### src/hdl/bsrs_pkg.sv
package bsrs_pkg;

	// window geometry; the mean is a shift, so the depth stays a power of two
	localparam int WINDOW_DEPTH = 16;
	localparam int WIN_AW       = $clog2(WINDOW_DEPTH);

	localparam int VAL_W  = 17;
	localparam int SUM_W  = VAL_W + WIN_AW;
	localparam int BASE_W = 10;
	localparam int CNT_W  = 16;
	localparam int OP_W   = 2;
	localparam int DIV_CW = $clog2(VAL_W + 1);

	localparam int IN_TDATA_W  = 24;
	localparam int IN_TUSER_W  = OP_W;
	localparam int OUT_TDATA_W = 48;
	localparam int OUT_TUSER_W = 1;
	localparam int CFG_IW      = 2;
	localparam int CFG_DW      = 16;

	localparam logic [VAL_W-1:0]  VAL_MAX      = {VAL_W{1'b1}};
	localparam logic [BASE_W-1:0] DEFAULT_BASE = 10'd100;

	// charge levels in percent that pick the ramp slope
	localparam logic [6:0] LEVEL_LO = 7'd80;
	localparam logic [6:0] LEVEL_HI = 7'd90;

	// reciprocals for n/3 and n/5, exact over 16-bit n
	localparam logic [16:0] RECIP3    = 17'd43691;
	localparam int          RECIP3_SH = 17;
	localparam logic [16:0] RECIP5    = 17'd52429;
	localparam int          RECIP5_SH = 18;
	localparam logic [1:0]  RAMP_OFS  = 2'd3;

	// product width covers the widest quotient select
	localparam int PROD_W = CNT_W + RECIP5_SH;

	typedef enum logic [OP_W-1:0] {
		OP_START,
		OP_TICK,
		OP_STOP,
		OP_QUERY
	} op_t;

	typedef enum logic [CFG_IW-1:0] {
		CFG_BASE_SCALE,
		CFG_RAMP_SAMPLES,
		CFG_PROFILE_SEL
	} cfg_idx_t;

	typedef enum logic [3:0] {
		ST_IDLE,
		ST_DECODE,
		ST_FILL,
		ST_TRD,
		ST_TRAMP,
		ST_TUPD,
		ST_DIVGO,
		ST_DIVWAIT,
		ST_EMIT
	} ctrl_state_t;

	typedef struct packed {
		logic capture;
		logic clear;
		logic set_started;
		logic fill_init;
		logic fill_we;
		logic rd;
		logic ramp;
		logic upd;
		logic sel_gauge;
		logic div_start;
		logic out_load;
	} ctrl_cmd_t;

	typedef struct packed {
		op_t  op;
		logic started;
		logic profile;
		logic active;
		logic pending;
		logic fill_last;
		logic div_busy;
		logic out_free;
	} dp_sts_t;

endpackage

### src/hdl/battery_soc_ramp_smoother.sv
// Battery charge ramp smoother.
// Input stream (s_*): one beat per command. s_tuser carries the op (start, tick,
// stop, query), s_tdata the scaled gauge reading. Every beat yields exactly one
// result beat on m_*: the reported scaled charge, that value split into whole
// percent and fraction by the effective base, and the ramp-done flag in m_tuser.
// Config channel (cfg_*): base scale, ramp sample count, profile select;
// always ready; the user must write it only while no beat is in work, unchecked by the block.
// Flow: one beat is in work at a time. Every beat passes decode and an iterative
// divider (one quotient bit per cycle); a ramp tick adds a window read, ramp and
// window update, a start that fills the 16-entry window adds that fill first.
// The output register decouples the sides: a finished result waits there
// while the next beat is accepted and worked; only a second finished result
// stalls the core until the first is taken.
// Reset (arst_n low) clears the window valid bits, sums, counters and
// flags at once; no clearing pass is needed.
module battery_soc_ramp_smoother (
	input  logic                             clk,
	input  logic                             arst_n,
	input  logic                             s_tvalid,
	output logic                             s_tready,
	input  logic [bsrs_pkg::IN_TDATA_W-1:0]  s_tdata,  // [16:0] gauge_reading
	input  logic [bsrs_pkg::IN_TUSER_W-1:0]  s_tuser,  // [1:0] op
	output logic                             m_tvalid,
	input  logic                             m_tready,
	// [16:0] soc_value, [33:17] whole_percent, [43:34] fraction_part
	output logic [bsrs_pkg::OUT_TDATA_W-1:0] m_tdata,
	output logic [bsrs_pkg::OUT_TUSER_W-1:0] m_tuser,  // [0] ramp_done
	input  logic                             cfg_valid,
	output logic                             cfg_ready,
	input  logic [bsrs_pkg::CFG_IW-1:0]      cfg_index,
	input  logic [bsrs_pkg::CFG_DW-1:0]      cfg_data
);

	bsrs_pkg::ctrl_cmd_t cmd;
	bsrs_pkg::dp_sts_t   sts;

	// sequencer: decode, window fill sweep, tick steps, divide, emit
	bsrs_ctrl u_ctrl (
		.clk      (clk),
		.arst_n   (arst_n),
		.in_valid (s_tvalid),
		.in_ready (s_tready),
		.sts      (sts),
		.cmd      (cmd)
	);

	// window ram, running sum, ramp math, divider, output register
	bsrs_dpath u_dpath (
		.clk       (clk),
		.arst_n    (arst_n),
		.cmd       (cmd),
		.sts       (sts),
		.s_tdata   (s_tdata),
		.s_tuser   (s_tuser),
		.cfg_valid (cfg_valid),
		.cfg_ready (cfg_ready),
		.cfg_index (cfg_index),
		.cfg_data  (cfg_data),
		.m_tvalid  (m_tvalid),
		.m_tready  (m_tready),
		.m_tdata   (m_tdata),
		.m_tuser   (m_tuser)
	);

endmodule

### src/hdl/bsrs_div.sv
module bsrs_div (
	input  logic                        clk,
	input  logic                        arst_n,
	input  logic                        start,
	input  logic [bsrs_pkg::VAL_W-1:0]  dividend,
	input  logic [bsrs_pkg::BASE_W-1:0] divisor,
	output logic                        busy,
	output logic [bsrs_pkg::VAL_W-1:0]  quotient,
	output logic [bsrs_pkg::BASE_W-1:0] remainder
);

	logic [bsrs_pkg::DIV_CW-1:0] cnt_q;
	logic [bsrs_pkg::VAL_W-1:0]  quo_q;
	logic [bsrs_pkg::BASE_W-1:0] rem_q;
	logic [bsrs_pkg::BASE_W-1:0] dsr_q;
	logic [bsrs_pkg::BASE_W:0]   trial;
	logic                        ge;

	// restoring, one quotient bit per cycle
	assign trial = {rem_q, quo_q[bsrs_pkg::VAL_W-1]};
	assign ge    = trial >= {1'b0, dsr_q};

	always_ff @(posedge clk or negedge arst_n) begin
		if (!arst_n) begin
			cnt_q <= '0;
		end else if (start) begin
			cnt_q <= bsrs_pkg::DIV_CW'(bsrs_pkg::VAL_W);
		end else if (cnt_q != '0) begin
			cnt_q <= cnt_q - 1'b1;
		end
	end

	always_ff @(posedge clk) begin
		if (start) begin
			quo_q <= dividend;
			rem_q <= '0;
			dsr_q <= divisor;
		end else if (cnt_q != '0) begin
			quo_q <= {quo_q[bsrs_pkg::VAL_W-2:0], ge};
			rem_q <= ge ? bsrs_pkg::BASE_W'(trial - {1'b0, dsr_q})
			            : trial[bsrs_pkg::BASE_W-1:0];
		end
	end

	assign busy      = cnt_q != '0;
	assign quotient  = quo_q;
	assign remainder = rem_q;

endmodule

### src/hdl/bsrs_dpath.sv
module bsrs_dpath (
	input  logic                             clk,
	input  logic                             arst_n,
	input  bsrs_pkg::ctrl_cmd_t              cmd,
	output bsrs_pkg::dp_sts_t                sts,
	input  logic [bsrs_pkg::IN_TDATA_W-1:0]  s_tdata,
	input  logic [bsrs_pkg::IN_TUSER_W-1:0]  s_tuser,
	input  logic                             cfg_valid,
	output logic                             cfg_ready,
	input  logic [bsrs_pkg::CFG_IW-1:0]      cfg_index,
	input  logic [bsrs_pkg::CFG_DW-1:0]      cfg_data,
	output logic                             m_tvalid,
	input  logic                             m_tready,
	output logic [bsrs_pkg::OUT_TDATA_W-1:0] m_tdata,
	output logic [bsrs_pkg::OUT_TUSER_W-1:0] m_tuser
);

	// config registers
	logic [bsrs_pkg::BASE_W-1:0] base_q;
	logic [bsrs_pkg::CNT_W-1:0]  samples_q;
	logic                        profile_q;
	logic [bsrs_pkg::BASE_W-1:0] eff_base;

	// captured beat
	bsrs_pkg::op_t              op_q;
	logic [bsrs_pkg::VAL_W-1:0] gauge_q;

	// smoother state
	logic [bsrs_pkg::VAL_W-1:0]        win_mem [bsrs_pkg::WINDOW_DEPTH];
	logic [bsrs_pkg::WINDOW_DEPTH-1:0] valid_q;
	logic [bsrs_pkg::SUM_W-1:0]        sum_q;
	logic [bsrs_pkg::WIN_AW-1:0]       slot_q;
	logic [bsrs_pkg::WIN_AW-1:0]       fill_cnt_q;
	logic [bsrs_pkg::CNT_W-1:0]        tick_q;
	logic [bsrs_pkg::VAL_W-1:0]        init_q;
	logic [bsrs_pkg::VAL_W-1:0]        reported_q;
	logic                              started_q;

	// tick pipeline
	logic [bsrs_pkg::VAL_W-1:0]  rd_s1;
	logic                        old_vld_s1;
	logic                        lt_lo_s1;
	logic                        lt_hi_s1;
	logic [bsrs_pkg::PROD_W-1:0] prod3_s1;
	logic [bsrs_pkg::PROD_W-1:0] prod5_s1;
	logic [bsrs_pkg::VAL_W-1:0]  ramp_s2;

	logic [bsrs_pkg::VAL_W-1:0] lo_thr;
	logic [bsrs_pkg::VAL_W-1:0] hi_thr;
	logic [bsrs_pkg::CNT_W-1:0] step;
	logic [bsrs_pkg::VAL_W:0]   ramp_sum;
	logic [bsrs_pkg::VAL_W-1:0] old_val;
	logic [bsrs_pkg::SUM_W-1:0] sum_new;
	logic [bsrs_pkg::VAL_W-1:0] val_mux;

	// divider and output register
	logic                        div_busy;
	logic [bsrs_pkg::VAL_W-1:0]  div_quo;
	logic [bsrs_pkg::BASE_W-1:0] div_rem;
	logic [bsrs_pkg::VAL_W-1:0]  val_q;
	logic                        out_vld_q;
	logic [bsrs_pkg::VAL_W-1:0]  out_soc_q;
	logic [bsrs_pkg::VAL_W-1:0]  out_whole_q;
	logic [bsrs_pkg::BASE_W-1:0] out_frac_q;
	logic                        out_done_q;

	assign cfg_ready = 1'b1;
	assign eff_base  = (base_q == '0) ? bsrs_pkg::DEFAULT_BASE : base_q;

	always_ff @(posedge clk or negedge arst_n) begin
		if (!arst_n) begin
			base_q    <= bsrs_pkg::DEFAULT_BASE;
			samples_q <= '0;
			profile_q <= 1'b0;
		end else if (cfg_valid) begin
			if (cfg_index == bsrs_pkg::CFG_BASE_SCALE) begin
				base_q <= cfg_data[bsrs_pkg::BASE_W-1:0];
			end
			if (cfg_index == bsrs_pkg::CFG_RAMP_SAMPLES) begin
				samples_q <= cfg_data[bsrs_pkg::CNT_W-1:0];
			end
			if (cfg_index == bsrs_pkg::CFG_PROFILE_SEL) begin
				profile_q <= cfg_data[0];
			end
		end
	end

	always_ff @(posedge clk) begin
		if (cmd.capture) begin
			op_q    <= bsrs_pkg::op_t'(s_tuser[bsrs_pkg::OP_W-1:0]);
			gauge_q <= s_tdata[bsrs_pkg::VAL_W-1:0];
		end
	end

	// level thresholds, the scaled values for 80 and 90 percent (level times the base)
	assign lo_thr = bsrs_pkg::VAL_W'(bsrs_pkg::LEVEL_LO) * bsrs_pkg::VAL_W'(eff_base);
	assign hi_thr = bsrs_pkg::VAL_W'(bsrs_pkg::LEVEL_HI) * bsrs_pkg::VAL_W'(eff_base);

	always_comb begin
		priority if (lt_lo_s1) begin
			step = prod3_s1[bsrs_pkg::RECIP3_SH +: bsrs_pkg::CNT_W];
		end else if (lt_hi_s1) begin
			step = tick_q >> 2;
		end else begin
			step = prod5_s1[bsrs_pkg::RECIP5_SH +: bsrs_pkg::CNT_W];
		end
	end

	assign ramp_sum = {1'b0, init_q} + (bsrs_pkg::VAL_W + 1)'(step)
	                + (bsrs_pkg::VAL_W + 1)'(lt_lo_s1 ? bsrs_pkg::RAMP_OFS : 2'd0);

	assign old_val = old_vld_s1 ? rd_s1 : '0;
	assign sum_new = sum_q - bsrs_pkg::SUM_W'(old_val) + bsrs_pkg::SUM_W'(ramp_s2);

	always_ff @(posedge clk) begin
		if (cmd.rd) begin
			lt_lo_s1 <= init_q < lo_thr;
			lt_hi_s1 <= init_q < hi_thr;
			prod3_s1 <= tick_q * bsrs_pkg::RECIP3;
			prod5_s1 <= tick_q * bsrs_pkg::RECIP5;
		end
		if (cmd.ramp) begin
			ramp_s2 <= ramp_sum[bsrs_pkg::VAL_W] ? bsrs_pkg::VAL_MAX
			                                     : ramp_sum[bsrs_pkg::VAL_W-1:0];
		end
	end

	// window ram: fill sweep or ring write, one registered read
	always_ff @(posedge clk) begin
		if (cmd.fill_we) begin
			win_mem[fill_cnt_q] <= init_q;
		end else if (cmd.upd) begin
			win_mem[slot_q] <= ramp_s2;
		end
		if (cmd.rd) begin
			rd_s1      <= win_mem[slot_q];
			old_vld_s1 <= valid_q[slot_q];
		end
	end

	always_ff @(posedge clk or negedge arst_n) begin
		if (!arst_n) begin
			valid_q    <= '0;
			sum_q      <= '0;
			slot_q     <= '0;
			fill_cnt_q <= '0;
			tick_q     <= '0;
			init_q     <= '0;
			reported_q <= '0;
			started_q  <= 1'b0;
		end else if (cmd.clear) begin
			valid_q    <= '0;
			sum_q      <= '0;
			slot_q     <= '0;
			fill_cnt_q <= '0;
			tick_q     <= '0;
			init_q     <= '0;
			reported_q <= '0;
			started_q  <= 1'b0;
		end else begin
			if (cmd.set_started) begin
				started_q <= 1'b1;
			end
			if (cmd.fill_init) begin
				init_q     <= gauge_q;
				reported_q <= gauge_q;
				sum_q      <= {gauge_q, {bsrs_pkg::WIN_AW{1'b0}}};
				slot_q     <= '0;
				tick_q     <= '0;
				fill_cnt_q <= '0;
			end
			if (cmd.fill_we) begin
				valid_q[fill_cnt_q] <= 1'b1;
				fill_cnt_q          <= fill_cnt_q + 1'b1;
			end
			if (cmd.upd) begin
				valid_q[slot_q] <= 1'b1;
				sum_q           <= sum_new;
				slot_q          <= slot_q + 1'b1;
				tick_q          <= tick_q + 1'b1;
				reported_q      <= sum_new[bsrs_pkg::SUM_W-1:bsrs_pkg::WIN_AW];
			end
		end
	end

	assign val_mux = cmd.sel_gauge ? gauge_q : reported_q;

	bsrs_div u_div (
		.clk       (clk),
		.arst_n    (arst_n),
		.start     (cmd.div_start),
		.dividend  (val_mux),
		.divisor   (eff_base),
		.busy      (div_busy),
		.quotient  (div_quo),
		.remainder (div_rem)
	);

	always_ff @(posedge clk) begin
		if (cmd.div_start) begin
			val_q <= val_mux;
		end
		if (cmd.out_load) begin
			out_soc_q   <= val_q;
			out_whole_q <= div_quo;
			out_frac_q  <= div_rem;
			out_done_q  <= !(started_q && profile_q) || !(tick_q < samples_q);
		end
	end

	always_ff @(posedge clk or negedge arst_n) begin
		if (!arst_n) begin
			out_vld_q <= 1'b0;
		end else if (cmd.out_load) begin
			out_vld_q <= 1'b1;
		end else if (m_tready) begin
			out_vld_q <= 1'b0;
		end
	end

	assign m_tvalid = out_vld_q;
	assign m_tdata  = {4'b0, out_frac_q, out_whole_q, out_soc_q};
	assign m_tuser  = out_done_q;

	assign sts.op        = op_q;
	assign sts.started   = started_q;
	assign sts.profile   = profile_q;
	assign sts.active    = started_q && profile_q;
	assign sts.pending   = tick_q < samples_q;
	assign sts.fill_last = fill_cnt_q == bsrs_pkg::WIN_AW'(bsrs_pkg::WINDOW_DEPTH - 1);
	assign sts.div_busy  = div_busy;
	assign sts.out_free  = !out_vld_q || m_tready;

	a_clear_empties: assert property (@(posedge clk) disable iff (!arst_n)
		cmd.clear |=> (valid_q == '0) && (sum_q == '0) && !started_q)
		else $error("stop left smoother state behind");

endmodule

### src/hdl/bsrs_ctrl.sv
module bsrs_ctrl (
	input  logic                clk,
	input  logic                arst_n,
	input  logic                in_valid,
	output logic                in_ready,
	input  bsrs_pkg::dp_sts_t   sts,
	output bsrs_pkg::ctrl_cmd_t cmd
);

	bsrs_pkg::ctrl_state_t state_q;
	bsrs_pkg::ctrl_state_t state_nx;
	logic                  pass_q;

	always_ff @(posedge clk or negedge arst_n) begin
		if (!arst_n) begin
			state_q <= bsrs_pkg::ST_IDLE;
			pass_q  <= 1'b0;
		end else begin
			state_q <= state_nx;
			if (state_q == bsrs_pkg::ST_DECODE) begin
				pass_q <= (sts.op == bsrs_pkg::OP_TICK) && !(sts.active && sts.pending);
			end
		end
	end

	always_comb begin
		state_nx = state_q;
		unique case (state_q)
			bsrs_pkg::ST_IDLE: begin
				if (in_valid) state_nx = bsrs_pkg::ST_DECODE;
			end
			bsrs_pkg::ST_DECODE: begin
				unique case (sts.op)
					bsrs_pkg::OP_START: begin
						state_nx = (!sts.started && sts.profile) ? bsrs_pkg::ST_FILL
						                                         : bsrs_pkg::ST_DIVGO;
					end
					bsrs_pkg::OP_TICK: begin
						state_nx = (sts.active && sts.pending) ? bsrs_pkg::ST_TRD
						                                       : bsrs_pkg::ST_DIVGO;
					end
					default: state_nx = bsrs_pkg::ST_DIVGO;
				endcase
			end
			bsrs_pkg::ST_FILL: begin
				if (sts.fill_last) state_nx = bsrs_pkg::ST_DIVGO;
			end
			bsrs_pkg::ST_TRD:   state_nx = bsrs_pkg::ST_TRAMP;
			bsrs_pkg::ST_TRAMP: state_nx = bsrs_pkg::ST_TUPD;
			bsrs_pkg::ST_TUPD:  state_nx = bsrs_pkg::ST_DIVGO;
			bsrs_pkg::ST_DIVGO: state_nx = bsrs_pkg::ST_DIVWAIT;
			bsrs_pkg::ST_DIVWAIT: begin
				if (!sts.div_busy) state_nx = bsrs_pkg::ST_EMIT;
			end
			bsrs_pkg::ST_EMIT: begin
				if (sts.out_free) state_nx = bsrs_pkg::ST_IDLE;
			end
			default: state_nx = bsrs_pkg::ST_IDLE;
		endcase
	end

	always_comb begin
		cmd      = '0;
		in_ready = 1'b0;
		unique case (state_q)
			bsrs_pkg::ST_IDLE: begin
				in_ready    = 1'b1;
				cmd.capture = in_valid;
			end
			bsrs_pkg::ST_DECODE: begin
				if (sts.op == bsrs_pkg::OP_START) begin
					cmd.set_started = !sts.started;
					cmd.fill_init   = !sts.started && sts.profile;
				end
				cmd.clear = sts.op == bsrs_pkg::OP_STOP;
			end
			bsrs_pkg::ST_FILL:  cmd.fill_we = 1'b1;
			bsrs_pkg::ST_TRD:   cmd.rd      = 1'b1;
			bsrs_pkg::ST_TRAMP: cmd.ramp    = 1'b1;
			bsrs_pkg::ST_TUPD:  cmd.upd     = 1'b1;
			bsrs_pkg::ST_DIVGO: begin
				cmd.div_start = 1'b1;
				cmd.sel_gauge = pass_q || !sts.active;
			end
			bsrs_pkg::ST_DIVWAIT: begin
			end
			bsrs_pkg::ST_EMIT: cmd.out_load = sts.out_free;
			default: begin
			end
		endcase
	end

	a_one_beat: assert property (@(posedge clk) disable iff (!arst_n)
		in_valid && in_ready |=> !in_ready)
		else $error("second beat taken while one is in work");

	a_div_runs: assert property (@(posedge clk) disable iff (!arst_n)
		cmd.div_start |=> sts.div_busy)
		else $error("divider did not start");

	a_out_room: assert property (@(posedge clk) disable iff (!arst_n)
		cmd.out_load |-> sts.out_free)
		else $error("output register overwritten before it was taken");

endmodule
### config.mk
export PLATFORM = sky130hd
export DESIGN_NAME = battery_soc_ramp_smoother
export DESIGN_NICKNAME = d
export VERILOG_FILES = /design/src/hdl/bsrs_pkg.sv /design/src/hdl/battery_soc_ramp_smoother.sv /design/src/hdl/bsrs_div.sv /design/src/hdl/bsrs_dpath.sv /design/src/hdl/bsrs_ctrl.sv
export SDC_FILE = /design/constraint.sdc
export NUM_CORES = 2
export LEC_CHECK = 0
export BUFFER_PORTS_ARGS = -buffer_cell sky130_fd_sc_hd__buf_2
export CELL_PAD_IN_SITES_DETAIL_PLACEMENT = 0
export CELL_PAD_IN_SITES_GLOBAL_PLACEMENT = 2
export CORE_UTILIZATION = 41
export DETAILED_ROUTE_END_ITERATION = 10
export PLACE_DENSITY = 0.75
export SYNTH_ARGS = -nofsm -noshare
export SYNTH_HDL_FRONTEND = slang
export SYNTH_HIERARCHICAL = 1
export SYNTH_SLANG_ARGS = --single-unit
### constraint.sdc
create_clock -name clk -period 5.86 [get_ports clk]
set_clock_uncertainty 0.2 [all_clocks]
set_input_delay 1.172 -clock clk [delete_from_list [all_inputs] [get_ports clk]]
set_output_delay 1.172 -clock clk [all_outputs]
set_load 0.005 [all_outputs]
==> results.sh <==
export IMPL_multi_input_area_sq_mm=0.0185
export IMPL_regArea_sq_mm=0.0165
export IMPL_power_density_mw_per_mm2=395
export IMPL_die_x_um=302
export IMPL_rr_startpoint="u_dpath/tick_q[8]"
export IMPL_peakVddDrop_uv=192
export IMPL_criticalPathCategory="register to register"
export IMPL_grt_pass1_vias=24325
export IMPL_num_io_pins=101
export IMPL_fillers=8013
export IMPL_synth_fa_ha_area_share_pct=24.4
export IMPL_r2r_end="u_dpath/prod5_s1[30]"
export IMPL_syn_cell_area_sq_mm=0.0368
export IMPL_io_buffer_count=88
export IMPL_layout_nets=3871
export IMPL_finalCritPeriodShare_pct=98.8
export IMPL_clkTransAtPathRegs_ns=0.06
export IMPL_synth_top_area_share_pct=36.4
export IMPL_synth_cell_types=85
export IMPL_dpl_hpwl_um=68700
export IMPL_post_drt_wl_per_cell_um=20.7
export IMPL_clk_latency_ns=0.67
export IMPL_area_delta_synth_final_pct=14.8
export IMPL_outcome="finished with violations"
export IMPL_drt_iter0_drc=1425
export IMPL_synth_flop_cell="edfxtp_1"
export IMPL_hold_violations=0
export IMPL_synth_warning_count=6
export IMPL_cts_root_buf="clkbuf_16"
export IMPL_min_to="u_dpath/out_soc_q[14]"
export IMPL_synth_compound_area_share_pct=8.55
export IMPL_maxSlewHeadroom_pct=15.5
export IMPL_r2r_cells=19
export IMPL_first_pass_iters=9
export IMPL_dieArea_sq_mm=0.0909
export IMPL_yosysTopAreaCell="edfxtp_1"
export IMPL_cts_tree="yes"
export IMPL_hold_depth=0
export IMPL_synth_top_family_by_area="adder cells"
export IMPL_drv_cap=0
export IMPL_start_util_pct=41.5
export IMPL_arrival_ns=5.95
export IMPL_synth_common_cells="inv_1 (482), edfxtp_1 (446), ha_1 (400)"
export IMPL_async_flop_share_pct=20.4
export IMPL_hp_start="u_dpath/val_q[14]"
export IMPL_synth_xor_area_share_pct=1.91
export IMPL_synthSimpleGateAreaFrac_pct=6.35
export IMPL_final_max_slew_viol_count=0
export IMPL_rsz0062_at_grt="true"
export IMPL_timing_fmax_mhz=173
export IMPL_drive_gt1_share_pct=18.5
export IMPL_ctsHtreeMaxLevel=2
export IMPL_seq_area_frac_synth_pct=44.9
export IMPL_ys_ff_latch=573
export IMPL_synth_edff_count=446
export IMPL_p_leak_nw=18.8
export IMPL_holdWs_ns=0.219
export IMPL_antenna_found_initial=0
export IMPL_setup_viol=0
export IMPL_detail_route_antenna_nets=0
export IMPL_worstPathRequired_ns=6.03
export IMPL_vias=23440
export IMPL_grt_start_max_net_pins=64
export IMPL_grt_overflow=0
export IMPL_grt_pass1_wl_um=141000
export IMPL_power_total_mw=16.7
export IMPL_drc_errors=18
export IMPL_vias_per_cell=5.28
export IMPL_cts_max_path_buffers=3
export IMPL_synthTopCellsByArea="edfxtp_1 (36%), ha_1 (14%), fa_1 (11%)"
export IMPL_drt_wl_total_um=91800
export IMPL_hold_class="register to register"
export IMPL_path_max_fanout=4
export IMPL_violations="DRC"
export IMPL_synthMuxAreaShare_pct=7.73
export IMPL_design_core_area_sq_mm=0.0886
export IMPL_diodes=0
export IMPL_regToRegSetupSlack_ns=0.07
export IMPL_syn_area_per_cell_sq_um=12.4
export IMPL_rows=109
export IMPL_crit_path_start_kind="register"
export IMPL_grt_use_total_pct=20.5
export IMPL_worstSetupEndpointType="register"
export IMPL_syn_instance_count=2973
export IMPL_gp_congestion=0.876
export IMPL_fin_crit_ns=5.79
export IMPL_cts_buffers=60
export IMPL_die_y_um=302
export IMPL_cts_sinks=573
export IMPL_worst_pin_slew_ns=1.26
export IMPL_yosysMostFrequentCell="inv_1"
==> repair_timing <==
item                       CTS  global route
buffers inserted             1            13
hold buffers                 0             0
hold endpoints to repair     0             0
pin swaps                    8            37
setup endpoints to repair   14            15
gates cloned                 0             0
resized for setup           19            59
==> flip-flops by register name (all words and copies together) (netlist names), 16 cells and up <==
register / count
u_dpath/win_mem: 272
u_dpath/sum_q: 21
u_dpath/gauge_q: 17
u_dpath/init_q: 17
u_dpath/out_soc_q: 17
u_dpath/out_whole_q: 17
u_dpath/ramp_s2: 17
u_dpath/rd_s1: 17
u_dpath/u_div/quotient: 17
u_dpath/val_q: 17
u_dpath/samples_q: 16
u_dpath/tick_q: 16
u_dpath/valid_q: 16
==> worst max-delay path: stages (launching register included) <==
cell and delay, ns:
dfrtp_2 0.43, buf_4 0.14, ha_1 0.32, fa_1 0.57, inv_1 0.05, fa_1 0.45, fa_1 0.52, fa_1 0.43
fa_1 0.55, inv_1 0.07, ha_1 0.31, nand4_1 0.10, nor2_1 0.14, o21ai_2 0.09, o32ai_2 0.30, nor2_1 0.12
a221oi_2 0.36, a21oi_2 0.11, o21bai_1 0.19, xor2_1 0.09
==> power breakdown <==
part,internal (mW),switching (mW)
combinational,3.17,4.15
clock,2.03,1.67
sequential,5.24,0.418
==> layer usage <==
layer	up-vias	part of all wire [%]	global-route usage [%]
met5	-	0	0
met4	0	3.3	6.58
met3	125	3.9	2.64
met2	492	48	34.1
met1	11827	45	27.7
li1	10996	-	-
==> metrics by stage <==
stage                     setup TNS [ns]  std cells  instance area, sq um  utilization, %  worst slack, ns
after CTS                              0       4427                 41800            47.1           0.0119
after floorplan                        0       2976                 36800               -            0.223
after detailed placement           -2.32       4312                 39700            44.8           -0.384
after global placement             -1.14       4312                 39700            44.8           -0.211
after global routing              -0.204       4440                 42200            47.6           -0.111
final                                  0       4440                 42200            47.6           0.0712
==> final cells by class <==
| cell class | count | share of cell area [%] |
|---|---|---|
| clock inverter | 42 | 0.886 |
| timing repair buffer | 287 | 4.69 |
| tap | 1165 | 3.45 |
| multi-input combinational | 1818 | 43.8 |
| clock buffer | 72 | 3.66 |
| sequential | 573 | 39.2 |
| inverter | 483 | 4.30 |
==> cells in the final DEF (no fill, tap or decap), drive strengths merged, types with 90 or more instances in the layout <==
cell type / count
edfxtp: 446
nand2: 124
buf: 287
nor2: 126
o21ai: 150
mux4: 90
fa: 199
a21oi: 124
ha: 400
inv: 483
dfrtp: 114
==> worst max-delay path by stage <==
stage                            from                   end  slack [ns]  cells past startpoint
global placement    u_dpath/tick_q[7]  u_dpath/prod3_s1[25]       -0.21                     20
detailed placement  u_dpath/tick_q[3]  u_dpath/prod3_s1[25]       -0.38                     18
global route        u_dpath/tick_q[1]  u_dpath/prod5_s1[30]       -0.11                     20
finish              u_dpath/tick_q[8]  u_dpath/prod5_s1[30]        0.07                     19
floorplan           u_dpath/tick_q[6]  u_dpath/prod5_s1[30]        0.22                     20
CTS                 u_dpath/tick_q[5]  u_dpath/prod5_s1[30]        0.01                     20
==> cell families after synthesis <==
kind of cell | count (synthesis)
AND/OR/NAND/NOR | 477
multiplexers | 166
other | 2
flip-flops | 573
adder cells (fa/ha/maj) | 599
AO/OA/AOI/OAI | 491
XOR/XNOR | 80
buffers and inverters | 585
No activity file was read; power rests on OpenSTA's default activity.
